<file path="config.mk">
export PLATFORM = sky130hd
export DESIGN_NAME = cpu_load_moving_average_unit
export DESIGN_NICKNAME = d
export VERILOG_FILES = /design/src/hw/rtl/clma_pkg.sv /design/src/hw/rtl/clma_ram.sv /design/src/hw/rtl/clma_div.sv /design/src/hw/rtl/cpu_load_moving_average_unit.sv
export SDC_FILE = /design/constraint.sdc
export NUM_CORES = 2
export LEC_CHECK = 0
export BUFFER_PORTS_ARGS = -buffer_cell sky130_fd_sc_hd__buf_2
export CORE_MARGIN = 4
export CORE_UTILIZATION = 63
export CTS_CLUSTER_DIAMETER = 60
export DETAILED_ROUTE_END_ITERATION = 10
export PLACE_DENSITY_LB_ADDON = 0.05
export SKIP_CTS_REPAIR_TIMING = 1
export SLEW_MARGIN = 30
export SYNTH_ARGS = -nofsm -noshare
export SYNTH_HDL_FRONTEND = slang
export SYNTH_SLANG_ARGS = --single-unit
</file>
<file path="constraint.sdc">
create_clock -name aclk -period 3.4 [get_ports aclk]
set_input_delay 0 -clock aclk [delete_from_list [all_inputs] [get_ports aclk]]
set_output_delay 0 -clock aclk [all_outputs]
set_load 0.005 [all_outputs]
</file>
<file path="src/hw/rtl/clma_pkg.sv">
// Package: request/result types and fixed constants for the CPU load averager.
`default_nettype none

package clma_pkg;

    localparam int LOAD_W   = 8;   // signed CPU load on the input
    localparam int KERN_W   = 7;   // kernel load on the input
    localparam int AVG_W    = 7;   // stored entry and mean width
    localparam int PHASE_W  = 3;   // grid phase output width
    localparam int WIN_W    = 6;   // window length register width
    localparam int SUM_W    = 13;  // 63 entries of 7 bits
    localparam int LANES    = 4;   // cpu0, cpu1, kernel0, kernel1
    localparam int CFG_ADDR_W = 1;
    localparam int CFG_DATA_W = 6;

    localparam logic [CFG_ADDR_W-1:0] REG_WINDOW_LENGTH = 1'd0;
    localparam logic [CFG_ADDR_W-1:0] REG_KERNEL_ENABLE = 1'd1;

    localparam logic [WIN_W-1:0] WINDOW_RESET = 6'd8;
    localparam logic [WIN_W-1:0] WINDOW_MAX   = 6'd63;

    localparam int LANE_CPU0  = 0;
    localparam int LANE_CPU1  = 1;
    localparam int LANE_KERN0 = 2;
    localparam int LANE_KERN1 = 3;

    typedef struct packed {
        logic signed [LOAD_W-1:0] cpu0_load;
        logic signed [LOAD_W-1:0] cpu1_load;
        logic [KERN_W-1:0]        cpu0_kernel;
        logic [KERN_W-1:0]        cpu1_kernel;
    } clma_in_t;

    typedef struct packed {
        logic [AVG_W-1:0]   avg_cpu0;
        logic [AVG_W-1:0]   avg_cpu1;
        logic [AVG_W-1:0]   avg_kernel0;
        logic [AVG_W-1:0]   avg_kernel1;
        logic [PHASE_W-1:0] grid_phase;
    } clma_out_t;

endpackage

`default_nettype wire

</file>
<file path="src/hw/rtl/clma_ram.sv">
// Generic single-port-write, single-port-read RAM with registered read data.
`default_nettype none

module clma_ram #(
    parameter int WIDTH = 14,
    parameter int DEPTH = 64,
    localparam int AW   = (DEPTH > 1) ? $clog2(DEPTH) : 1
) (
    input  wire logic             aclk,
    input  wire logic             wr_en,
    input  wire logic [AW-1:0]    wr_addr,
    input  wire logic [WIDTH-1:0] wr_data,
    input  wire logic [AW-1:0]    rd_addr,
    output logic      [WIDTH-1:0] rd_data
);

    logic [WIDTH-1:0] mem [DEPTH];
    logic [WIDTH-1:0] rd_data_reg;

    always_ff @(posedge aclk) begin
        if (wr_en) begin
            mem[wr_addr] <= wr_data;
        end
        rd_data_reg <= mem[rd_addr];
    end

    assign rd_data = rd_data_reg;

endmodule

`default_nettype wire

</file>
<file path="src/hw/rtl/clma_div.sv">
// Restoring divider, one quotient bit per cycle, quotient known to fit in AVG_W bits.
`default_nettype none

module clma_div (
    input  wire logic                      aclk,
    input  wire logic                      aresetn,
    input  wire logic                      start,
    input  wire logic [clma_pkg::SUM_W-1:0] dividend,
    input  wire logic [clma_pkg::WIN_W-1:0] divisor,
    output logic      [clma_pkg::AVG_W-1:0] quotient,
    output logic                           done
);

    localparam int CNT_W = $clog2(clma_pkg::AVG_W);

    logic [clma_pkg::SUM_W-1:0] rem_reg, rem_next;
    logic [clma_pkg::SUM_W-1:0] dvs_reg, dvs_next;
    logic [clma_pkg::AVG_W-1:0] quo_reg, quo_next;
    logic [CNT_W-1:0]           cnt_reg, cnt_next;
    logic                       busy_reg, busy_next;
    logic                       done_reg, done_next;
    logic                       ge;

    assign ge = (rem_reg >= dvs_reg);

    always_comb begin
        rem_next  = rem_reg;
        dvs_next  = dvs_reg;
        quo_next  = quo_reg;
        cnt_next  = cnt_reg;
        busy_next = busy_reg;
        done_next = 1'b0;
        if (start) begin
            rem_next  = dividend;
            // divisor aligned to the top quotient bit
            dvs_next  = clma_pkg::SUM_W'({divisor, {(clma_pkg::AVG_W-1){1'b0}}});
            quo_next  = '0;
            cnt_next  = CNT_W'(clma_pkg::AVG_W-1);
            busy_next = 1'b1;
        end else if (busy_reg) begin
            if (ge) begin
                rem_next = rem_reg - dvs_reg;
            end
            quo_next = {quo_reg[clma_pkg::AVG_W-2:0], ge};
            dvs_next = dvs_reg >> 1;
            if (cnt_reg == '0) begin
                busy_next = 1'b0;
                done_next = 1'b1;
            end else begin
                cnt_next = cnt_reg - 1'b1;
            end
        end
    end

    always_ff @(posedge aclk) begin
        if (!aresetn) begin
            busy_reg <= 1'b0;
            done_reg <= 1'b0;
            cnt_reg  <= '0;
        end else begin
            busy_reg <= busy_next;
            done_reg <= done_next;
            cnt_reg  <= cnt_next;
        end
        rem_reg <= rem_next;
        dvs_reg <= dvs_next;
        quo_reg <= quo_next;
    end

    assign quotient = quo_reg;
    assign done     = done_reg;

endmodule

`default_nettype wire

</file>
<file path="src/hw/rtl/cpu_load_moving_average_unit.sv">
// Top level: CPU and kernel load moving average over a RAM-held history.
// Each result waits on the single read port walking the newest n history rows and a
//   7-step divider, n = min(fill, window_length) <= 63.
// Requests are taken only in idle; the block stays idle after a dropped (negative) one.
// Reset (aresetn, synchronous, active low) clears pointers, counts, phase and config;
//   load history is not cleared, kernel history reads as zero through a kernel fill count.
`default_nettype none

module cpu_load_moving_average_unit #(
    parameter int HISTORY       = 64,
    parameter int SCROLL_PERIOD = 8
) (
    input  wire logic                               aclk,
    input  wire logic                               aresetn,
    // configuration writes
    input  wire logic                               cfg_we,
    input  wire logic [clma_pkg::CFG_ADDR_W-1:0]    cfg_addr,
    input  wire logic [clma_pkg::CFG_DATA_W-1:0]    cfg_wdata,
    // sample requests
    input  wire logic                               s_valid,
    output logic                                    s_ready,
    input  wire clma_pkg::clma_in_t                 s_data,
    // averaged results
    output logic                                    m_valid,
    input  wire logic                               m_ready,
    output clma_pkg::clma_out_t                     m_data
);

    localparam int AW     = (HISTORY > 1) ? $clog2(HISTORY) : 1;
    localparam int FW     = AW;   // fill saturates at HISTORY-1
    localparam int PW     = (SCROLL_PERIOD > 1) ? $clog2(SCROLL_PERIOD) : 1;
    localparam int KC_MAX = (HISTORY < 63) ? HISTORY : 63;
    localparam int RAM_W  = 2 * clma_pkg::AVG_W;

    // sequencer codes
    localparam logic [2:0] ST_IDLE = 3'd0;  // wait for a request
    localparam logic [2:0] ST_WALK = 3'd1;  // issue one history read per cycle
    localparam logic [2:0] ST_LAST = 3'd2;  // last read data accumulates
    localparam logic [2:0] ST_DIVS = 3'd3;  // kick the dividers
    localparam logic [2:0] ST_DIV  = 3'd4;  // wait for the quotients
    localparam logic [2:0] ST_OUT  = 3'd5;  // hand over to the output register

    logic [2:0] state_reg, state_next;

    // configuration
    logic [clma_pkg::WIN_W-1:0] window_reg;
    logic                       kern_en_reg;

    // history pointers and counts
    logic [AW-1:0]              load_wr_reg, load_wr_next;
    logic [AW-1:0]              kern_wr_reg, kern_wr_next;
    logic [AW-1:0]              ld_rp_reg, ld_rp_next;
    logic [AW-1:0]              kn_rp_reg, kn_rp_next;
    logic [FW-1:0]              fill_reg, fill_next;
    logic [clma_pkg::WIN_W-1:0] kern_cnt_reg, kern_cnt_next;
    logic [PW-1:0]              phase_reg, phase_next;

    // walk control
    logic [clma_pkg::WIN_W-1:0] n_reg, n_next;
    logic [clma_pkg::WIN_W-1:0] left_reg, left_next;
    logic [clma_pkg::WIN_W-1:0] kleft_reg, kleft_next;
    logic                       rd_vld_reg, rd_vld_next;
    logic                       kv_reg, kv_next;

    logic [clma_pkg::SUM_W-1:0] sum_reg  [clma_pkg::LANES];
    logic [clma_pkg::SUM_W-1:0] sum_next [clma_pkg::LANES];
    logic [clma_pkg::AVG_W-1:0] lane_data [clma_pkg::LANES];
    logic [clma_pkg::AVG_W-1:0] quo [clma_pkg::LANES];
    logic [clma_pkg::LANES-1:0] div_done_w;
    logic                       div_done;
    logic                       div_start;

    // output register
    logic                       m_valid_reg, m_valid_next;
    clma_pkg::clma_out_t        m_data_reg, m_data_next;

    logic                       accept;
    logic                       sample_ok;
    logic                       wr_load, wr_kern;
    logic [RAM_W-1:0]           ld_rd, kn_rd;
    logic [FW-1:0]              fill_inc;
    logic                       out_free;

    assign s_ready   = (state_reg == ST_IDLE);
    assign accept    = s_valid && s_ready;
    assign sample_ok = !s_data.cpu0_load[clma_pkg::LOAD_W-1]
                    && !s_data.cpu1_load[clma_pkg::LOAD_W-1];
    assign wr_load   = accept && sample_ok;
    assign wr_kern   = wr_load && kern_en_reg;
    assign out_free  = !m_valid_reg || m_ready;
    assign div_start = (state_reg == ST_DIVS);
    assign div_done  = &div_done_w;

    // ------------------------------------------------------------------
    // History stores: one row holds both channels of a pair
    // ------------------------------------------------------------------
    clma_ram #(
        .WIDTH (RAM_W),
        .DEPTH (HISTORY)
    ) u_load_ram (
        .aclk    (aclk),
        .wr_en   (wr_load),
        .wr_addr (load_wr_reg),
        .wr_data ({s_data.cpu0_load[clma_pkg::AVG_W-1:0],
                   s_data.cpu1_load[clma_pkg::AVG_W-1:0]}),
        .rd_addr (ld_rp_reg),
        .rd_data (ld_rd)
    );

    clma_ram #(
        .WIDTH (RAM_W),
        .DEPTH (HISTORY)
    ) u_kern_ram (
        .aclk    (aclk),
        .wr_en   (wr_kern),
        .wr_addr (kern_wr_reg),
        .wr_data ({s_data.cpu0_kernel, s_data.cpu1_kernel}),
        .rd_addr (kn_rp_reg),
        .rd_data (kn_rd)
    );

    // kernel rows beyond the kernel fill count were never written: read as zero
    assign lane_data[clma_pkg::LANE_CPU0]  = ld_rd[RAM_W-1:clma_pkg::AVG_W];
    assign lane_data[clma_pkg::LANE_CPU1]  = ld_rd[clma_pkg::AVG_W-1:0];
    assign lane_data[clma_pkg::LANE_KERN0] = kv_reg ? kn_rd[RAM_W-1:clma_pkg::AVG_W] : '0;
    assign lane_data[clma_pkg::LANE_KERN1] = kv_reg ? kn_rd[clma_pkg::AVG_W-1:0] : '0;

    // ------------------------------------------------------------------
    // Accumulators and dividers, one per lane, run in lock step
    // ------------------------------------------------------------------
    for (genvar g = 0; g < clma_pkg::LANES; g++) begin : g_lane
        always_comb begin
            sum_next[g] = sum_reg[g];
            if (accept) begin
                sum_next[g] = '0;
            end else if (rd_vld_reg) begin
                sum_next[g] = sum_reg[g] + clma_pkg::SUM_W'(lane_data[g]);
            end
        end

        always_ff @(posedge aclk) begin
            sum_reg[g] <= sum_next[g];
        end

        clma_div u_div (
            .aclk     (aclk),
            .aresetn  (aresetn),
            .start    (div_start),
            .dividend (sum_reg[g]),
            .divisor  (n_reg),
            .quotient (quo[g]),
            .done     (div_done_w[g])
        );
    end

    // ------------------------------------------------------------------
    // Sequencer and pointer update
    // ------------------------------------------------------------------
    assign fill_inc = (fill_reg == FW'(HISTORY-1)) ? fill_reg : fill_reg + 1'b1;

    always_comb begin
        state_next    = state_reg;
        load_wr_next  = load_wr_reg;
        kern_wr_next  = kern_wr_reg;
        ld_rp_next    = ld_rp_reg;
        kn_rp_next    = kn_rp_reg;
        fill_next     = fill_reg;
        kern_cnt_next = kern_cnt_reg;
        phase_next    = phase_reg;
        n_next        = n_reg;
        left_next     = left_reg;
        kleft_next    = kleft_reg;
        rd_vld_next   = 1'b0;
        kv_next       = 1'b0;
        m_valid_next  = m_valid_reg;
        m_data_next   = m_data_reg;

        if (m_ready) begin
            m_valid_next = 1'b0;
        end

        unique case (state_reg)
            ST_IDLE: begin
                if (wr_load) begin
                    // newest rows are the ones written now
                    ld_rp_next   = load_wr_reg;
                    kn_rp_next   = kern_wr_reg;
                    load_wr_next = (load_wr_reg == AW'(HISTORY-1)) ? '0
                                                                    : load_wr_reg + 1'b1;
                    if (kern_en_reg) begin
                        kern_wr_next = (kern_wr_reg == AW'(HISTORY-1)) ? '0
                                                                        : kern_wr_reg + 1'b1;
                        kern_cnt_next = (int'(kern_cnt_reg) >= KC_MAX) ? kern_cnt_reg
                                                                       : kern_cnt_reg + 1'b1;
                    end
                    fill_next  = fill_inc;
                    phase_next = (phase_reg == PW'(SCROLL_PERIOD-1)) ? '0 : phase_reg + 1'b1;
                    n_next     = (int'(fill_inc) < int'(window_reg))
                                 ? clma_pkg::WIN_W'(fill_inc) : window_reg;
                    left_next  = n_next;
                    kleft_next = kern_cnt_next;
                    state_next = (n_next == '0) ? ST_LAST : ST_WALK;
                end
            end
            ST_WALK: begin
                rd_vld_next = 1'b1;
                kv_next     = (kleft_reg != '0);
                if (kleft_reg != '0) begin
                    kleft_next = kleft_reg - 1'b1;
                end
                ld_rp_next = (ld_rp_reg == '0) ? AW'(HISTORY-1) : ld_rp_reg - 1'b1;
                kn_rp_next = (kn_rp_reg == '0) ? AW'(HISTORY-1) : kn_rp_reg - 1'b1;
                left_next  = left_reg - 1'b1;
                if (left_reg == clma_pkg::WIN_W'(1)) begin
                    state_next = ST_LAST;
                end
            end
            ST_LAST: begin
                state_next = ST_DIVS;
            end
            ST_DIVS: begin
                state_next = ST_DIV;
            end
            ST_DIV: begin
                if (div_done) begin
                    state_next = ST_OUT;
                end
            end
            ST_OUT: begin
                if (out_free) begin
                    m_valid_next = 1'b1;
                    // empty window gives zero means; disabled kernel gives zero
                    m_data_next.avg_cpu0    = (n_reg != '0) ? quo[clma_pkg::LANE_CPU0] : '0;
                    m_data_next.avg_cpu1    = (n_reg != '0) ? quo[clma_pkg::LANE_CPU1] : '0;
                    m_data_next.avg_kernel0 = (n_reg != '0 && kern_en_reg)
                                              ? quo[clma_pkg::LANE_KERN0] : '0;
                    m_data_next.avg_kernel1 = (n_reg != '0 && kern_en_reg)
                                              ? quo[clma_pkg::LANE_KERN1] : '0;
                    m_data_next.grid_phase  = clma_pkg::PHASE_W'(phase_reg);
                    state_next = ST_IDLE;
                end
            end
            default: begin
                state_next = ST_IDLE;
            end
        endcase
    end

    always_ff @(posedge aclk) begin
        if (!aresetn) begin
            state_reg    <= ST_IDLE;
            window_reg   <= clma_pkg::WINDOW_RESET;
            kern_en_reg  <= 1'b0;
            load_wr_reg  <= '0;
            kern_wr_reg  <= '0;
            fill_reg     <= '0;
            kern_cnt_reg <= '0;
            phase_reg    <= '0;
            rd_vld_reg   <= 1'b0;
            kv_reg       <= 1'b0;
            m_valid_reg  <= 1'b0;
        end else begin
            state_reg    <= state_next;
            load_wr_reg  <= load_wr_next;
            kern_wr_reg  <= kern_wr_next;
            fill_reg     <= fill_next;
            kern_cnt_reg <= kern_cnt_next;
            phase_reg    <= phase_next;
            rd_vld_reg   <= rd_vld_next;
            kv_reg       <= kv_next;
            m_valid_reg  <= m_valid_next;
            if (cfg_we) begin
                unique case (cfg_addr)
                    clma_pkg::REG_WINDOW_LENGTH: window_reg  <= cfg_wdata;
                    clma_pkg::REG_KERNEL_ENABLE: kern_en_reg <= cfg_wdata[0];
                    default: ;
                endcase
            end
        end
        ld_rp_reg  <= ld_rp_next;
        kn_rp_reg  <= kn_rp_next;
        n_reg      <= n_next;
        left_reg   <= left_next;
        kleft_reg  <= kleft_next;
        m_data_reg <= m_data_next;
    end

    assign m_valid = m_valid_reg;
    assign m_data  = m_data_reg;

endmodule

`default_nettype wire

</file>
## Word-level counts from Yosys, hierarchy flattened

Memories as Yosys holds them, arrays and structs flattened. A register that Yosys moved wholly into a read port is not among the register bits.
Cells that the tools add are included.

- Word-level logic and storage cells: 257
- Bits in writable memories: 1844
- Input bits: 42
- Register bits: 249
- Memories: 3
- Output and inout port bits: 33

Memory list:

| name | words | width | read ports | clocked after memory_dff | wr ports | line | text |
|---|---|---|---|---|---|---|---|
| u_kern_ram.mem | 64 | 14 | 1 | 1 | 1 | clma_ram.sv:17 | `logic [WIDTH-1:0] mem [DEPTH];` |
| u_load_ram.mem | 64 | 14 | 1 | 1 | 1 | clma_ram.sv:17 |  |
| sum_reg | 4 | 13 | 4 | 0 | 4 | cpu_load_moving_average_unit.sv:65 | `logic [clma_pkg::SUM_W-1:0] sum_reg [clma_pkg::LANES];` |

- Multiplexer cells: 90
- Eq/ne operators: 19
- $add $sub $neg: 21
- Reductions and logical operators: 55
- Order comparisons: 6
- Bitwise gates (word level): 10

Operators with widths:

| operator | count |
|---|---|
| 13-bit two-way mux | 20 |
| 12-bit two-way mux | 8 |
| 6-bit two-way mux | 13 |
| 13-bit by 7-bit adder with 13-bit output | 4 |
| 13-bit by 12-bit >= comparator with 1-bit output | 4 |
| 13-bit by 12-bit subtractor with 13-bit output | 4 |
| 3-bit two-way mux | 17 |
| 6-bit one-hot mux with 2 select lines | 4 |
| 2-bit AND reduction | 18 |
| 6-bit by 1-bit adder with 6-bit output, second input constant | 4 |
| 1-bit two-way mux | 24 |
| 6-bit by 1-bit subtractor with 6-bit output, second input constant | 4 |
| 6-bit equality test, second input constant | 3 |
| 6-bit logical NOT | 3 |
| 3-bit one-hot mux with 6 select lines | 1 |
| 2-bit nonzero test | 9 |
| 2-bit inequality test, second input constant | 8 |
| 3-bit logical NOT | 5 |
| 7-bit two-way mux | 2 |
| 6-bit nonzero test | 2 |
| 3-bit OR reduction | 4 |
| 3-bit by 1-bit subtractor with 3-bit output, second input constant | 4 |
| 1-bit NOT | 10 |
| 3-bit equality test, second input constant | 3 |
| 14 further kinds | 23 |

## Depth between registers and ports, before layout

- Word-level depth: 8
- Depth in mapped cells: 13
- Depth with buffers taken out: 13

## Cells and area by module

From an unflattened synthesis, not the netlist that was laid out.

- Cells, all modules: 4918
- Area, all modules: 86400.4 um2

By module, submodules not included:

| module | area each (um2) | sequential area each (um2) | times used | cells an instance |
|---|---|---|---|---|
| clma_ram | 34878.5 | 27186.1 | 2 | 1571 |
| clma_div | 2135.8 | 930.9 | 4 | 229 |
| cpu_load_moving_average_unit | 8100.3 | 3673.5 | 1 | 860 |

## Worst setup path after synthesis

No wires, ideal clock.

- Kind: flip-flop to flip-flop
- Start point: register g_lane[0].u_div.dvs_reg[1] (netlist name)
- End point: register g_lane[0].u_div.rem_reg[0] (netlist name) (enable)
- Path buffers: 0
- Library setup time: 0.401 ns
- Arrival: 2.711 ns
- Period minus slack after synthesis: 3.112 ns
- Stages on the path, launching flop included: 10
- Path slack: 0.288 ns
- Required time: 2.999 ns
- Cells stage by stage: dfxtp_1 > inv_1 > ha_1 > nor2b_1 > o31ai_1 > a21oi_1 > o21ai_0 > a211oi_1 > a2111oi_0 > o21ai_0

- Longest elaborated chain between the ends: 3

Ends and longest elaborated chain:

| what | line | text |
|---|---|---|
| start, declared | clma_div.sv:17 | `logic [clma_pkg::SUM_W-1:0] dvs_reg, dvs_next;` |
| start signal, assigned | clma_div.sv:66 | `dvs_reg <= dvs_next;` |
| 13-bit by 12-bit >= comparator with 1-bit output | clma_div.sv:24 | `assign ge = (rem_reg >= dvs_reg);` |
| 2-bit nonzero test (no source line) | - |  |
| 2-bit AND reduction (no source line) | - |  |
| end signal, assigned | clma_div.sv:65 | `rem_reg <= rem_next;` |
| end, declared | clma_div.sv:16 | `logic [clma_pkg::SUM_W-1:0] rem_reg, rem_next;` |

Every way passes these cells.
A chain may end at the register's enable or synchronous reset.

## Final worst setup path

- Start point: register fill_reg[1]
- End point: register left_reg[4] (netlist name), data pin

- Longest elaborated chain between the ends: 6
- Elaborated cells on any way between the ends: 7
- Classes of those cells: add/sub: 1; order compare: 1; eq/ne: 1; mux: 4

Ends and longest elaborated chain:

| what | line | text |
|---|---|---|
| start, declared | cpu_load_moving_average_unit.sv:54 | `logic [FW-1:0] fill_reg, fill_next;` |
| start signal, assigned | cpu_load_moving_average_unit.sv:266 | `fill_reg <= fill_next;` |
| 6-bit by 1-bit adder with 6-bit output / 6-bit equality test (equally long branches) | cpu_load_moving_average_unit.sv:159 | `assign fill_inc = (fill_reg == FW'(HISTORY-1)) ? fill_reg : fill_reg + 1'b1;` |
| 6-bit two-way mux (*) | cpu_load_moving_average_unit.sv:159 |  |
| via fill_inc[1] | cpu_load_moving_average_unit.sv:81 | `logic [FW-1:0] fill_inc;` |
| 6-bit less-than comparator (*) | cpu_load_moving_average_unit.sv:198 | `n_next = (int'(fill_inc) < int'(window_reg))` |
| 6-bit two-way mux (*) | cpu_load_moving_average_unit.sv:199 | `? clma_pkg::WIN_W'(fill_inc) : window_reg;` |
| 6-bit two-way mux (*) | cpu_load_moving_average_unit.sv:184 | `if (wr_load) begin` |
| 6-bit one-hot mux with 2 select lines (*) | cpu_load_moving_average_unit.sv:182 | `unique case (state_reg)` |
| via left_next, one bit | cpu_load_moving_average_unit.sv:60 | `logic [clma_pkg::WIN_W-1:0] left_reg, left_next;` |
| end signal, assigned | cpu_load_moving_average_unit.sv:283 | `left_reg <= left_next;` |
| end, declared | cpu_load_moving_average_unit.sv:60 |  |

The timed path passes the listed nets; every way through them passes the cells marked *. The select of a mux whose other input is x is not followed.

==> flow_metrics.tcl <==
set metrics [dict create \
    status "completed" \
    syn_nets 4743 \
    async_reset_ff_frac 0 \
    ys_types 70 \
    final_net_count 5096 \
    leakagePower_nw 31.7 \
    initial_standard_cell_utilization_of_the_core 0.636 \
    port-buffer-count 74 \
    ir_drop_worst_vdd_v 0.000511 \
    die_height_microns 376 \
    p_total_mw 55.7 \
    postRouteWirelength_microns 185000 \
    dr.pass1.iters 6 \
    worst_r2r_path_depth 12 \
    die_w_microns 376 \
    criticalPathCategory "flip-flop to flip-flop" \
    r2r_start "fill_reg[1]" \
    cts_tree "built" \
    synth_fa_ha_area_frac 0.0170 \
    placement.setup.worst_slack_ns 0.0366 \
    clock-sinks 2121 \
    fp.coreArea_sq_um 134000 \
    synthesis.yosys.warnings 0 \
    critPathRequiredTime_ns 3.93 \
    drt_iter0_markers 4424 \
    cap_violations 0 \
    ff2ff_setup_slack_ns 0.19 \
    grt_first_pass_wirelength_microns 279000 \
    ys_ff_latch 2121 \
    timing.final.hold_violations 0 \
    worst_r2r_endpoint "left_reg[4]" \
    grt_start_max_net_pins 106 \
    final-max-slew-violation-count 0 \
    timing_worst_slew_pin_value_ns 0.844 \
    synth_top_cells_by_area "sky130_fd_sc_hd__edfxtp_1 (68%), sky130_fd_sc_hd__mux4_2 (14%), sky130_fd_sc_hd__dfxtp_1 (4.5%), sky130_fd_sc_hd__nor2_1 (1.6%), sky130_fd_sc_hd__ha_1 (1.5%)" \
    max-slew-margin-rel 0.437 \
    reg_top3 "u_kern_ram.mem (896), u_load_ram.mem (896)" \
    fmax_mhz 312 \
    critical_path.max_fanout 6 \
    whs_endpoint "window_reg[0]" \
    fin_crit_sh 0.944 \
    cts-root-buf "sky130_fd_sc_hd__clkbuf_16" \
    startpoint_class "flip-flop" \
    synth_top_cells_by_count "sky130_fd_sc_hd__edfxtp_1 (1929), sky130_fd_sc_hd__mux4_2 (529), sky130_fd_sc_hd__nor2_1 (373)" \
    synth_enable_flop_cells 1929 \
    grt-ovfl-total 0 \
    postSynthAreaPerCell_sq_um 18.5 \
    vias_per_cell 6.36 \
    timing.final.setup_violations 0 \
    clkTransAtPathRegs_ns 0.06 \
    yosys.area_share.xor_xnor 0.00895 \
    design.die.area_sq_um 141000 \
    powerDensity_nw_per_um2 579 \
    route.antenna.remaining_nets 0 \
    gp_routability_congestion 0.839 \
    min_delay_path_depth 4 \
    drive_gt1_frac 0.233 \
    first_global_vias 43300 \
    synth_simple_gate_area_frac 0.0430 \
    synth_sequential_area_ratio 0.726 \
    drc 0 \
    route.vias.total 43700 \
    hold_start "cfg_wdata[0]" \
    avgRoutedWirePerCell_microns 27.0 \
    worst_setup_path_end_kind "flip-flop" \
    post_synth_mux_area_share 0.154 \
    post-route-min-period_ns 3.21 \
    htreeDepth 4 \
    synthesis.area_sq_um 85100 \
    clk_latency_ns 0.82 \
    setup_ws_ns 0.191 \
    cts-root-to-sink-buffers 3 \
    synth.top_cell.area_share 0.681 \
    antenna_found_initial 5 \
    postPlaceCellArea_sq_um 89000 \
    place_hpwl_microns 108000 \
    netlist.top_cell.by_area "sky130_fd_sc_hd__edfxtp_1" \
    hold_path_class "input pin to flip-flop" \
    num_cts_buffers 204 \
    worst_clock_skew_ns 0.0263 \
    worst-endpoint-arrival_ns 3.74 \
    ios 75 \
    syn2layout_area_growth_pct 13.2 \
    dominantRegCellSynth "sky130_fd_sc_hd__edfxtp_1" \
    postSynthCellCount 4590 \
    core.rowCount 134 \
    synth_top_family_by_area "multiplexers" \
    final_design_area_no_fill_sq_um 96300 \
    dominant_cell_by_count_in_the_synthesized_netlist "sky130_fd_sc_hd__edfxtp_1" \
    gr-usage-all-layers 0.266 \
    synth_compound_area_frac 0.0346 \
]
cell type report:
cell class	instances	area, sq um
Tap cell	1768	2210
Clock inverter	118	1210
Timing Repair Buffer	374	3180
Multi-Input combinational cell	2117	22000
Sequential cell	2121	61800
Inverter	125	469
Fill cell	8109	37500
Antenna cell	2	5.00
Clock buffer	256	5480
report_power, final:
group | leakage (nW) | switching [mW] | internal (mW)
logic | 9.53 | 2.35 | 1.93
registers | 18.9 | 0.207 | 28.6
clock network | 3.29 | 9.38 | 13.2
total | 31.7 | 11.9 | 43.8
routing by layer:
metal,share of wire,global-route usage,vias to the layer above,wire (microns)
met5,0,0,-,0
met4,0.020,0.0641,0,3750
met2,0.47,0.405,1780,87600
met1,0.42,0.410,22700,78700
li1,-,-,19000,-
met3,0.083,0.0518,248,15400
cells in the final DEF, fill, tap and decap left out, drive strengths merged, types with 8 or more instances in the layout:
cell / instances
a2111oi: 11
a211oi: 34
a21o: 24
a21oi: 152
a22o: 27
a22oi: 17
a31oi: 14
and2: 32
and3: 36
buf: 320
bufinv: 24
clkbuf: 256
clkinv: 85
dfxtp: 192
dlygate4sd3: 54
edfxtp: 1929
fa: 8
ha: 103
inv: 130
mux2: 21
mux2i: 94
mux4: 529
nand2: 171
nand2b: 20
nand3: 52
nand4: 13
nor2: 373
nor2b: 41
nor3: 38
o211ai: 10
o21a: 20
o21ai: 92
o22ai: 22
o31ai: 16
xnor2: 51
xor2: 36
through the flow:
step                utilization  hold WS (ns)  instances  TNS [ns]
global route              0.720        0.0216       6880    -0.428
global placement          0.665         0.227       6449         0
detailed placement        0.665         0.246       6450         0
CTS                       0.715        -0.628       6824   -0.0569
floorplan                     -        0.0989       4590         0
finish                    0.720        0.0110       6881         0
worst max-delay path, stage by stage (launching register included):
cell and delay (ns):
sky130_fd_sc_hd__dfxtp_1 0.34, sky130_fd_sc_hd__ha_1 0.23, sky130_fd_sc_hd__and3_4 0.21, sky130_fd_sc_hd__and3_2 0.24, sky130_fd_sc_hd__nand2_1 0.07, sky130_fd_sc_hd__nand2_1 0.08
sky130_fd_sc_hd__ha_1 0.21, sky130_fd_sc_hd__or4b_4 0.54, sky130_fd_sc_hd__a311oi_4 0.32, sky130_fd_sc_hd__buf_4 0.21, sky130_fd_sc_hd__mux2_2 0.35, sky130_fd_sc_hd__nor2_1 0.10
sky130_fd_sc_hd__a21oi_1 0.05
logic make-up (layout without fill, tap and decap cells):
family / count (synthesis) / in the layout
other: 0 / 2
XOR/XNOR: 87 / 87
buffers and inverters: 352 / 873
flip-flops: 2121 / 2121
AND/OR/NAND/NOR: 809 / 809
adder cells (fa/ha/maj): 111 / 111
AO/OA/AOI/OAI: 466 / 466
multiplexers: 644 / 644
worst max path at each step:
stage,start,to,slack (ns),depth (start not counted)
floorplan,g_lane[0].u_div.dvs_reg[1],g_lane[0].u_div.rem_reg[0],0.29,9
global placement,g_lane[2].u_div.dvs_reg[1],g_lane[2].u_div.rem_reg[1],0.06,9
detailed placement,g_lane[2].u_div.dvs_reg[1],g_lane[2].u_div.rem_reg[1],0.04,9
CTS,g_lane[2].u_div.dvs_reg[1],g_lane[2].u_div.rem_reg[9],-0.009,9
global route,g_lane[2].u_div.dvs_reg[1],g_lane[2].u_div.rem_reg[10],-0.04,9
finish,fill_reg[1],left_reg[4],0.19,12
No activity file was read; power rests on OpenSTA's default activity.
